[config.mk]
export PLATFORM = sky130hd
export DESIGN_NAME = msmi_front
export DESIGN_NICKNAME = d
export VERILOG_FILES = /design/src/rtl/msmi_pkg.sv /design/src/rtl/msmi_front.sv
export SDC_FILE = /design/constraint.sdc
export NUM_CORES = 1
export LEC_CHECK = 0
export ABC_AREA = 0
export BUFFER_PORTS_ARGS = -buffer_cell sky130_fd_sc_hd__buf_2
export CAP_MARGIN = 10
export CELL_PAD_IN_SITES_DETAIL_PLACEMENT = 0
export CELL_PAD_IN_SITES_GLOBAL_PLACEMENT = 1
export CORE_ASPECT_RATIO = 1.5
export CORE_MARGIN = 3
export CORE_UTILIZATION = 46
export CTS_BUF_LIST = sky130_fd_sc_hd__clkbuf_4
export CTS_CLUSTER_SIZE = 24
export DETAILED_ROUTE_END_ITERATION = 12
export PLACE_DENSITY = 0.83
export SYNTH_ARGS = -nofsm -noshare
export SYNTH_HDL_FRONTEND = slang
export SYNTH_SLANG_ARGS = --single-unit
[constraint.sdc]
create_clock -name clk -period 9.7 [get_ports clk]
set_input_delay 0.485 -clock clk [delete_from_list [all_inputs] [get_ports clk]]
set_output_delay 0.485 -clock clk [all_outputs]
set_load 0.005 [all_outputs]
[src/rtl/msmi_pkg.sv]
// shared types and constants for the servo motion interpolator
package msmi_pkg;
  localparam int CHANNELS = 15;
  localparam int CH_W = 4;
  localparam logic [19:0] MICROS = 20'd1000000;
  localparam logic [7:0] PEEK_RESET = 8'd5;
  localparam int QDEPTH = 2;

  typedef enum logic [2:0] {
    FN_GOTO  = 3'd0,
    FN_MOVE  = 3'd1,
    FN_DWELL = 3'd2,
    FN_ABORT = 3'd3,
    FN_TICK  = 3'd4
  } func_t;

  typedef struct packed {
    logic [2:0]         func;
    logic [CH_W-1:0]    ch;
    logic signed [15:0] target;
    logic [15:0]        rate;
    logic [31:0]        wmag;
    logic [15:0]        wunit;
    logic [47:0]        now;
  } cmd_t;

  typedef enum logic [3:0] {
    ST_IDLE, ST_CMD, ST_GDIV, ST_MMUL, ST_DMUL, ST_CH_LOAD, ST_CH_EVAL, ST_CH_MUL,
    ST_CH_DIV, ST_CH_FIN, ST_OUT
  } state_t;
endpackage

[src/rtl/msmi_front.sv]
// front end: accepts items, drops ones with no effect, queues the rest
module msmi_front (
  input  logic                 clk,
  input  logic                 rst_n,
  input  logic                 in_valid,
  output logic                 in_ready,
  input  logic [2:0]           in_func,
  input  logic [3:0]           in_channel,
  input  logic signed [15:0]   in_target_angle,
  input  logic [15:0]          in_rate,
  input  logic signed [31:0]   in_wait_count,
  input  logic [15:0]          in_wait_unit,
  input  logic [47:0]          in_now_us,
  output logic                 q_valid,
  output msmi_pkg::cmd_t       q_cmd,
  input  logic                 q_pop
);
  import msmi_pkg::*;
  cmd_t q_r [QDEPTH];
  logic rd_r, wr_r;
  logic [1:0] cnt_r;
  logic keep;
  cmd_t c;
  always_comb begin
    c.func = in_func;
    c.ch = in_channel;
    c.target = in_target_angle;
    c.rate = in_rate;
    c.wmag = in_wait_count[31] ? 32'(-in_wait_count) : in_wait_count;
    c.wunit = in_wait_unit;
    c.now = in_now_us;
    keep = 1'b0;
    if (in_func == FN_TICK) keep = 1'b1;
    else if (in_func <= FN_ABORT && in_channel != '0 && 32'(in_channel) <= CHANNELS)
      keep = !(in_func <= FN_MOVE && in_rate == '0);
  end
  assign in_ready = cnt_r != 2'(QDEPTH);
  assign q_valid = cnt_r != '0;
  assign q_cmd = q_r[rd_r];
  always_ff @(posedge clk) begin
    if (in_valid && in_ready && keep) q_r[wr_r] <= c;
    if (!rst_n) begin
      rd_r <= 1'b0; wr_r <= 1'b0; cnt_r <= '0;
    end else begin
      if (in_valid && in_ready && keep) wr_r <= !wr_r;
      if (q_pop) rd_r <= !rd_r;
      cnt_r <= cnt_r + 2'(in_valid && in_ready && keep) - 2'(q_pop);
    end
  end
endmodule

Word level (Yosys, flattened, before mapping)
Memories as Yosys holds them, arrays and structs flattened. A register that Yosys moved wholly into a read port is not among the register bits.
Cells that the tools add are included.
{ "classes": {"n_addsub": 3, "n_mux": 7, "n_eq_ne": 2, "n_reduce_logical": 10, "n_lt_le_gt_ge": 2} }
{ "ops": {"columns": ["operator", "n"], "rows": [
  ["32-bit 2-to-1 mux", 1],
  ["32-bit negation", 1],
  ["16-bit logical NOT", 1],
  ["1-bit 2-to-1 mux", 6],
  ["1-bit logical AND", 4],
  ["4-bit nonzero test", 1],
  ["3-bit == test (second input constant)", 1],
  ["3-bit by 1-bit <= comparator with 1-bit output (second input constant)", 1],
  ["3-bit by 2-bit <= comparator with 1-bit output (second input constant)", 1],
  ["1-bit logical NOT", 3],
  ["2-bit by 1-bit adder with 2-bit output", 1],
  ["2-bit != test (second input constant)", 1],
  ["2-bit nonzero test", 1],
  ["2-bit by 1-bit subtractor with 2-bit output", 1]
]} }
{ "word_totals": {"wordCells": 28, "reg_bits": 4, "ramBits": 270, "inputBits": 139, "out_inout_bits": 137, "n_memories": 1} }
{ "memory_table": {"columns": ["name", "words", "word_bits", "rd", "rd_clocked_by_memory_dff", "wr", "line", "rtl"], "rows": [
  ["q_r", 2, 135, 1, 1, 1, "msmi_front.sv:19", "cmd_t q_r [QDEPTH];"]
]} }

Longest topological paths before layout
Gate-level depths: netlist (run 1).
{ "depth": {"ltp_word": 8, "ltp_mapped": 10, "mapped_depth_nobuf": 10} }

Least setup slack after synthesis (run 1)
OpenSTA, ideal clock, no wires.
{ "synth_timing": {"kind": "input port to flip-flop", "start": "input port in_func[1]", "end": "memory q_r[0][0] (netlist bit), enable pin", "required_time_ns": 9.069, "path_stages": 5, "setup_time_ns": 0.631, "arrival_time_ns": 6.568, "n_path_buf": 0, "setup_slack_ns": 2.501, "cell_sequence": "o21ai_0 -> nand3_1 -> a21oi_1 -> o21ai_1 -> nor2_1"} }
{ "synth_between": {"elab_chain_len": 8, "word_cells_on_any_way": 11, "cone_classes": "order compare (2); eq/ne (1); mux (4); reduce/logical (4)"} }
{ "synth_rtl": {"columns": ["item", "line", "rtl"], "rows": [
  ["from (decl)", "msmi_front.sv:7", "input logic [2:0] in_func,"],
  ["3-bit by 1-bit <= comparator with 1-bit output", "msmi_front.sv:35", "keep = !(in_func <= FN_MOVE && in_rate == '0);"],
  ["1-bit logical AND", "msmi_front.sv:35", null],
  ["1-bit logical NOT", "msmi_front.sv:35", null],
  ["1-bit 2-to-1 mux", "msmi_front.sv:34", "else if (in_func <= FN_ABORT && in_channel != '0 && 32'(in_channel) <= CHANNELS)"],
  ["1-bit 2-to-1 mux *", "msmi_front.sv:33", "if (in_func == FN_TICK) keep = 1'b1;"],
  ["1-bit logical AND *", "msmi_front.sv:41", "if (in_valid && in_ready && keep) q_r[wr_r] <= c;"],
  ["1-bit 2-to-1 mux *", "msmi_front.sv:41", null],
  ["1-bit 2-to-1 mux (implied by the code) *", "msmi_front.sv:41", null],
  ["to (decl)", "msmi_front.sv:19", null]
]} }
Mark *: on every way between the ends. The rest lies on a longest branch, timed or not.

==> results.toml, run 1 <==
[die]
die_area_mm2 = 0.02503
num_rows = 67
initial_core_util_pct = 47.19
die_x_um = 130.2
die_height_um = 192.3
coreArea_mm2 = 0.02255
ios = 276

[clock_network]
h-tree-depth = 3
cts_resized = 0
clock_sinks = 275
clock_latency_ns = 0.64
clkTransAtPathRegs_ns = 0.07
clockRootBuffer = "clkbuf_4"
cts_tree = "yes"
cts_buffer_depth = 3
cts_buffers = 66
cts_setup_buffers = 0

[sta]
fin_setup_tns_ns = 0
hold_viol_final = 0
max_freq_mhz = 283.9
fin_crit_sh_pct = 36.31
setup_violations = 0
drv_slew = 0
rsz0062_at_grt = "false"
hold_ws_ns = 0.08867
period_needed_ns = 3.522
fin_skew_ns = 0.03079
relSlewSlack_pct = 28.88
tightest_slew_ns = 1.067
setup_slack_ns = 6.178

[worst_setup_path]
path_class = "reg2out"
worst_setup_path_end_kind = "output port"
path_max_fanout = 75
cp-start-kind = "flop"
cp.required_ns = 9.22
worstPathArrival_ns = 3.04

[synthesis]
synth_edf_count = 270
yosysSeqAreaShare_pct = 77.13
synth_ff_type = "edfxtp_1"
syn-num-nets = 688
synth_area_per_cell_um2 = 19.49
ys_types = 34
syn-instance-count = 546
synth_seq_cells = 275
yosysWarnings = 0
synthArstFlopShare_pct = 0
syn_area_mm2 = 0.01064

[place]
dp.final_hpwl_mm = 15.29
post-place-cells = 1084
dp_slack_ns = 6.730
gp_congestion = 0.7518
io_buffers = 275

[global_routing]
grt_pass1_wl_mm = 35.82
grt_max_degree = 77
grt_antenna_before_repair = 3
grt_pass1_vias = 7012
grt_use_total_pct = 18.94
gr-total-overflow = 0

[drt]
drt-initial-drc-count = 353
wl_per_cell_um = 18.62
vias_per_cell = 5.029
wirelength_mm = 24.21
postRouteAntennaNets = 0
dr.pass1.iters = 4
drc_errors = 0
vias = 6538

[power]
power_density_mw_per_mm2 = 192.0
p_total_mw = 2.723
leakagePower_nw = 5.295
irDropWorstVdd_mv = 0.09164

[hold_path]
min_path_type = "in2reg"

[finish]
instances_no_fill = 1300
syn2layout_area_growth_pct = 33.26
layout.nets = 1119
drive_gt1_share_pct = 51.42

[status]
run_status = "completed"

[flow_run]
cap_violations = 0
## state kept, by name (all words and copies together), names as in the netlist, named ones only
name   count
q_r      270
rd_r       1
cnt_r      2
wr_r       1
## report_power, final
| part | internal (mW) | switching (mW) | total, mW |
|---|---|---|---|
| clock network | 0.483 | 0.422 | 0.905 |
| registers | 1.42 | 0.0326 | 1.45 |
| logic | 0.187 | 0.180 | 0.367 |
## logic make-up after synthesis
logic type	Yosys count	share of synthesized area, %
DFF	275	77.13
muxes	136	14.38
AOI/OAI and AO/OA	27	1.869
buffers and inverters	24	0.8465
xor gates and xnor gates	32	2.634
and+or+nand+nor	49	2.787
adders and majority gates	3	0.3528
## stage by stage
stage	util, %	cell area (um2)
2_1_floorplan	-	10640
3_3_place_gp	54.77	12350
3_5_place_dp	54.77	12350
4_1_cts	62.85	14170
5_1_grt	62.88	14180
6_report	62.89	14180
## worst paths after layout
path                  to  cells after the start          start  slack (ns)
min reg2reg         wr_r                      2           wr_r        0.51
max            q_cmd[85]                      3           flop        6.18
max reg2reg   q_r[1][14]                      6       cnt_r[0]        7.34
min          q_r[1][128]                      1  in_channel[0]        0.09
## repair_timing
| action | CTS | global route |
|---|---|---|
| setup endpoints to repair | 0 | 0 |
| hold endpoints to repair | 202 | 0 |
| hold buffers | 101 | 0 |
## synth_stat cells (5+ instances only)
master / number / area share (%)
xnor2_1: 31 / 2.6
nor2_1: 9 / 0.32
nor4_1: 5 / 0.29
edfxtp_1: 270 / 76
nand2_1: 11 / 0.39
mux2_2: 135 / 14
or4_1: 5 / 0.35
inv_1: 6 / 0.21
o31ai_1: 9 / 0.63
clkbuf_1: 17 / 0.60
o21ai_1: 8 / 0.38
dfxtp_1: 5 / 0.94
## cells in the final DEF, fill, tap and decap left out, drive strengths merged
master,synthesis,layout
and4bb,1,1
or3b,1,1
o21ai,12,12
ha,3,3
o41ai,5,5
xor2,1,1
buf,1,280
nand4,1,1
nand2,11,11
mux2,135,135
edfxtp,270,270
clkinv,0,14
dfxtp,5,5
a21oi,1,1
o31ai,9,9
xnor2,31,31
dlygate4sd3,0,101
clkbuf,17,97
nand2b,2,2
nor2,9,9
and2,1,1
mux2i,1,1
bufinv,0,1
diode,0,3
nand3,5,5
or2,1,1
nor3b,1,1
nor4,6,6
or3,1,1
inv,6,6
nor3,2,2
or4,7,7
## layout make-up
cell class,instances,area (um2)
Antenna cell,3,7.507
Fill cell,1624,8369
Clock inverter,15,82.58
Multi-Input combinational cell,247,2359
Timing Repair Buffer,381,2425
Sequential cell,275,8212
Inverter,6,22.52
Clock buffer,97,728.2
Tap cell,276,345.3
## metal layers
layer	track usage, %	share of wire, %
met1	19.07	33
met2	34.60	55
met3	5.483	7.1
met4	10.00	4.0
met5	0	0.029
## worst max-delay path, cell delays in order, from the launching register on
cell and delay [ns]:
dfxtp_4 0.99, buf_4 0.79, mux2_2 0.43, buf_2 0.13
(Power assumes the default switching activity.)
==> inputs of run 2 (changes only) <==
Clock period 9.7 ns to 3.55 ns, I/O delays scaled along.
==> run 2 against run 1 <==
  * Clock power grew 150%
  * Core utilization grew 2.1 points
  * Register-to-register slack lost 6.3 ns
  * Wire length is essentially flat
  * Non-clock buffer count grew 50
  * Clock-buffer cell count shrank 14
  * Largest cell class unchanged
==> results.toml, run 2 (synthesis results as in run 1) <==
[worst_setup_path]
path_max_fanout = 5
slowest_delay_ns = 0.58
cp-start-kind = "primary input"
reg2reg_depth = 6
r2r-end = "q_r[0][53]"
crit_top_cell = "dlygate4sd3_1"
critPathSlowestCell = "dlygate4sd3_1"
path_cells = "dlygate4sd3_1 > buf_2 > or4_4 > and4bb_1 > nand3_1 > o41ai_2 > xnor2_1 > dlygate4sd3_1"
cp_top_family = "buffers and inverters"
crit_buf_inv = 3
rrSetupSlack_ns = 1.03
path_class = "in2reg"
r2r_start = "cnt_r[0]"
worst_setup_path_end_kind = "flop"
cp.required_ns = 3.99
worstPathArrival_ns = 3.02

[drt]
postRouteAntennaNets = 0
wirelength_mm = 24.20
dr.pass1.iters = 4
vias = 6732
vias_per_cell = 4.994
drt-initial-drc-count = 284
wl_per_cell_um = 17.95
drc_errors = 0

[clock_network]
clockRootBuffer = "clkbuf_4"
clkTransAtPathRegs_ns = 0.07
clock_latency_ns = 0.69
cts_buffer_depth = 3
cts_tree = "yes"
cts_buffers = 61
cts_resized = 0
hold_buffers = 148
clock_sinks = 275
h-tree-depth = 2
cts_setup_buffers = 0

[die]
die_x_um = 130.2
die_height_um = 192.3
num_rows = 67
coreArea_mm2 = 0.02255
die_area_mm2 = 0.02503
ios = 276
initial_core_util_pct = 47.19

[global_routing]
use_met3_pct = 5.677
grt_pass1_vias = 7106
gr-total-overflow = 0
grt_pass1_wl_mm = 35.96
use_met1_pct = 19.54
grt_use_total_pct = 18.66
use_met2_pct = 33.89
grt_max_degree = 88
top_usage_layer = "met2"
grt_antenna_before_repair = 3

[power]
clkPwrFrac_pct = 30.9
p_sw_mw = 1.765
power_frac_seq_pct = 53.9
p_total_mw = 7.290
power_density_mw_per_mm2 = 497.4
p_sw_share_pct = 24.21
irDropWorstVdd_mv = 0.2906
pwr-share-comb_pct = 15.2
leakagePower_nw = 5.480
p_int_mw = 5.525

[place]
dp.final_hpwl_mm = 15.07
gp_congestion = 0.7911
dp_slack_ns = 0.8862
io_buffers = 275

[sta]
rsz0062_at_grt = "false"
setup_violations = 0
fin_crit_sh_pct = 72.78
hold_viol_final = 0
max_freq_mhz = 387.1
setup_slack_ns = 0.9664
fin_skew_ns = 0.04054
drv_slew = 0
period_needed_ns = 2.584
tightest_slew_ns = 0.6991
relSlewSlack_pct = 53.39

[status]
run_status = "completed"

[finish]
top_regs = "q_r: 270 flops, cnt_r: 2 flops"
final_cell_mix = "buf_2, edfxtp_1, dlygate4sd3_1, mux2_2, clkbuf_4"
regMostFlops = "q_r"
fin_util_pct = 64.99
syn2layout_area_growth_pct = 37.72
drive_gt1_share_pct = 48.46
nFillCells = 1539
final_common_cell = "buf_2"
largest_reg_flops = 270
layout.nets = 1164

[hold_path]
hold_path_end = "q_r[0][70]"
min-delay-start = "in_wait_count[31]"
min_path_type = "in2reg"
min_path_cells = 3

[flow_run]
cap_violations = 0
==> run 2: changes by cell type in the layout (fill, tap and decap cells not counted) <==
cell,change
dlygate4sd3_1,+47
clkinv_1,+8
bufinv_16,-1
buf_4,-2
buf_12,+5
clkinv_2,+4
inv_2,+1
clkbuf_4,-14
==> run 2: worst max path at each step <==
stage                                  from          to  slack, ns  depth (start not counted)
after floorplan                    cnt_r[0]   q_r[0][0]      -1.21                          5
after global placement           in_func[2]    cnt_r[1]       0.99                         10
after detailed placement         in_func[2]    cnt_r[1]       0.89                         10
after CTS                          cnt_r[0]  q_r[0][53]       0.94                          6
after global routing               cnt_r[0]  q_r[1][49]       0.82                          6
final                     in_wait_count[16]  q_r[0][90]       0.97                          8
==> run 2: power by group through the flow <==
| stage | clock [mW] | sequential [mW] | combinational (mW) |
|---|---|---|---|
| final | 2.25 | 3.93 | 1.11 |
| after global routing | 2.51 | 3.95 | 1.20 |
| after CTS | 2.35 | 3.93 | 1.12 |
| after detailed placement | 0 | 4.00 | 0.977 |
| after global placement | 0 | 3.98 | 0.969 |
| after floorplan | 0 | 4.01 | 0.501 |
==> run 2: tightest hold or removal path, delay by kind of cell <==
| family | cells | cell delay [ns] |
|---|---|---|
| buffers and inverters | 1 | 0.29 |
| AND/OR/NAND/NOR | 1 | 0.15 |
| XOR/XNOR | 1 | 0.08 |
==> run 2: area by class of cell <==
cell class              count  area, um2  share of cell area [%]
flip-flops and latches    275       8212                   56.03
repair buffers            431       2980                   20.34
multi-input cells         247       2359                   16.09
clock buffers              83      623.1                   4.252
well taps                 276      345.3                   2.356
clock inverters            27      106.4                  0.7257
inverters                   6      22.52                  0.1537
diodes                      3      7.507                 0.05123
==> run 2: routing by layer <==
| layer | routed length [um] | vias up |
|---|---|---|
| met5 | 0 | - |
| met4 | 832 | 0 |
| met3 | 1815 | 64 |
| met2 | 12960 | 261 |
| met1 | 8598 | 3251 |
| li1 | - | 3156 |
==> run 2: through the flow <==
step / hold WS (ns) / setup TNS (ns) / cells / cell area, um2
detailed placement: 0.3690 / 0 / 1087 / 12440
finish: 0.1987 / 0 / 1348 / 14660
CTS: 0.1025 / 0 / 1345 / 14650
floorplan: 0.2764 / -326.35 / 546 / 10650
global placement: 0.3648 / 0 / 1087 / 12440
global route: 0.1280 / 0 / 1348 / 14660
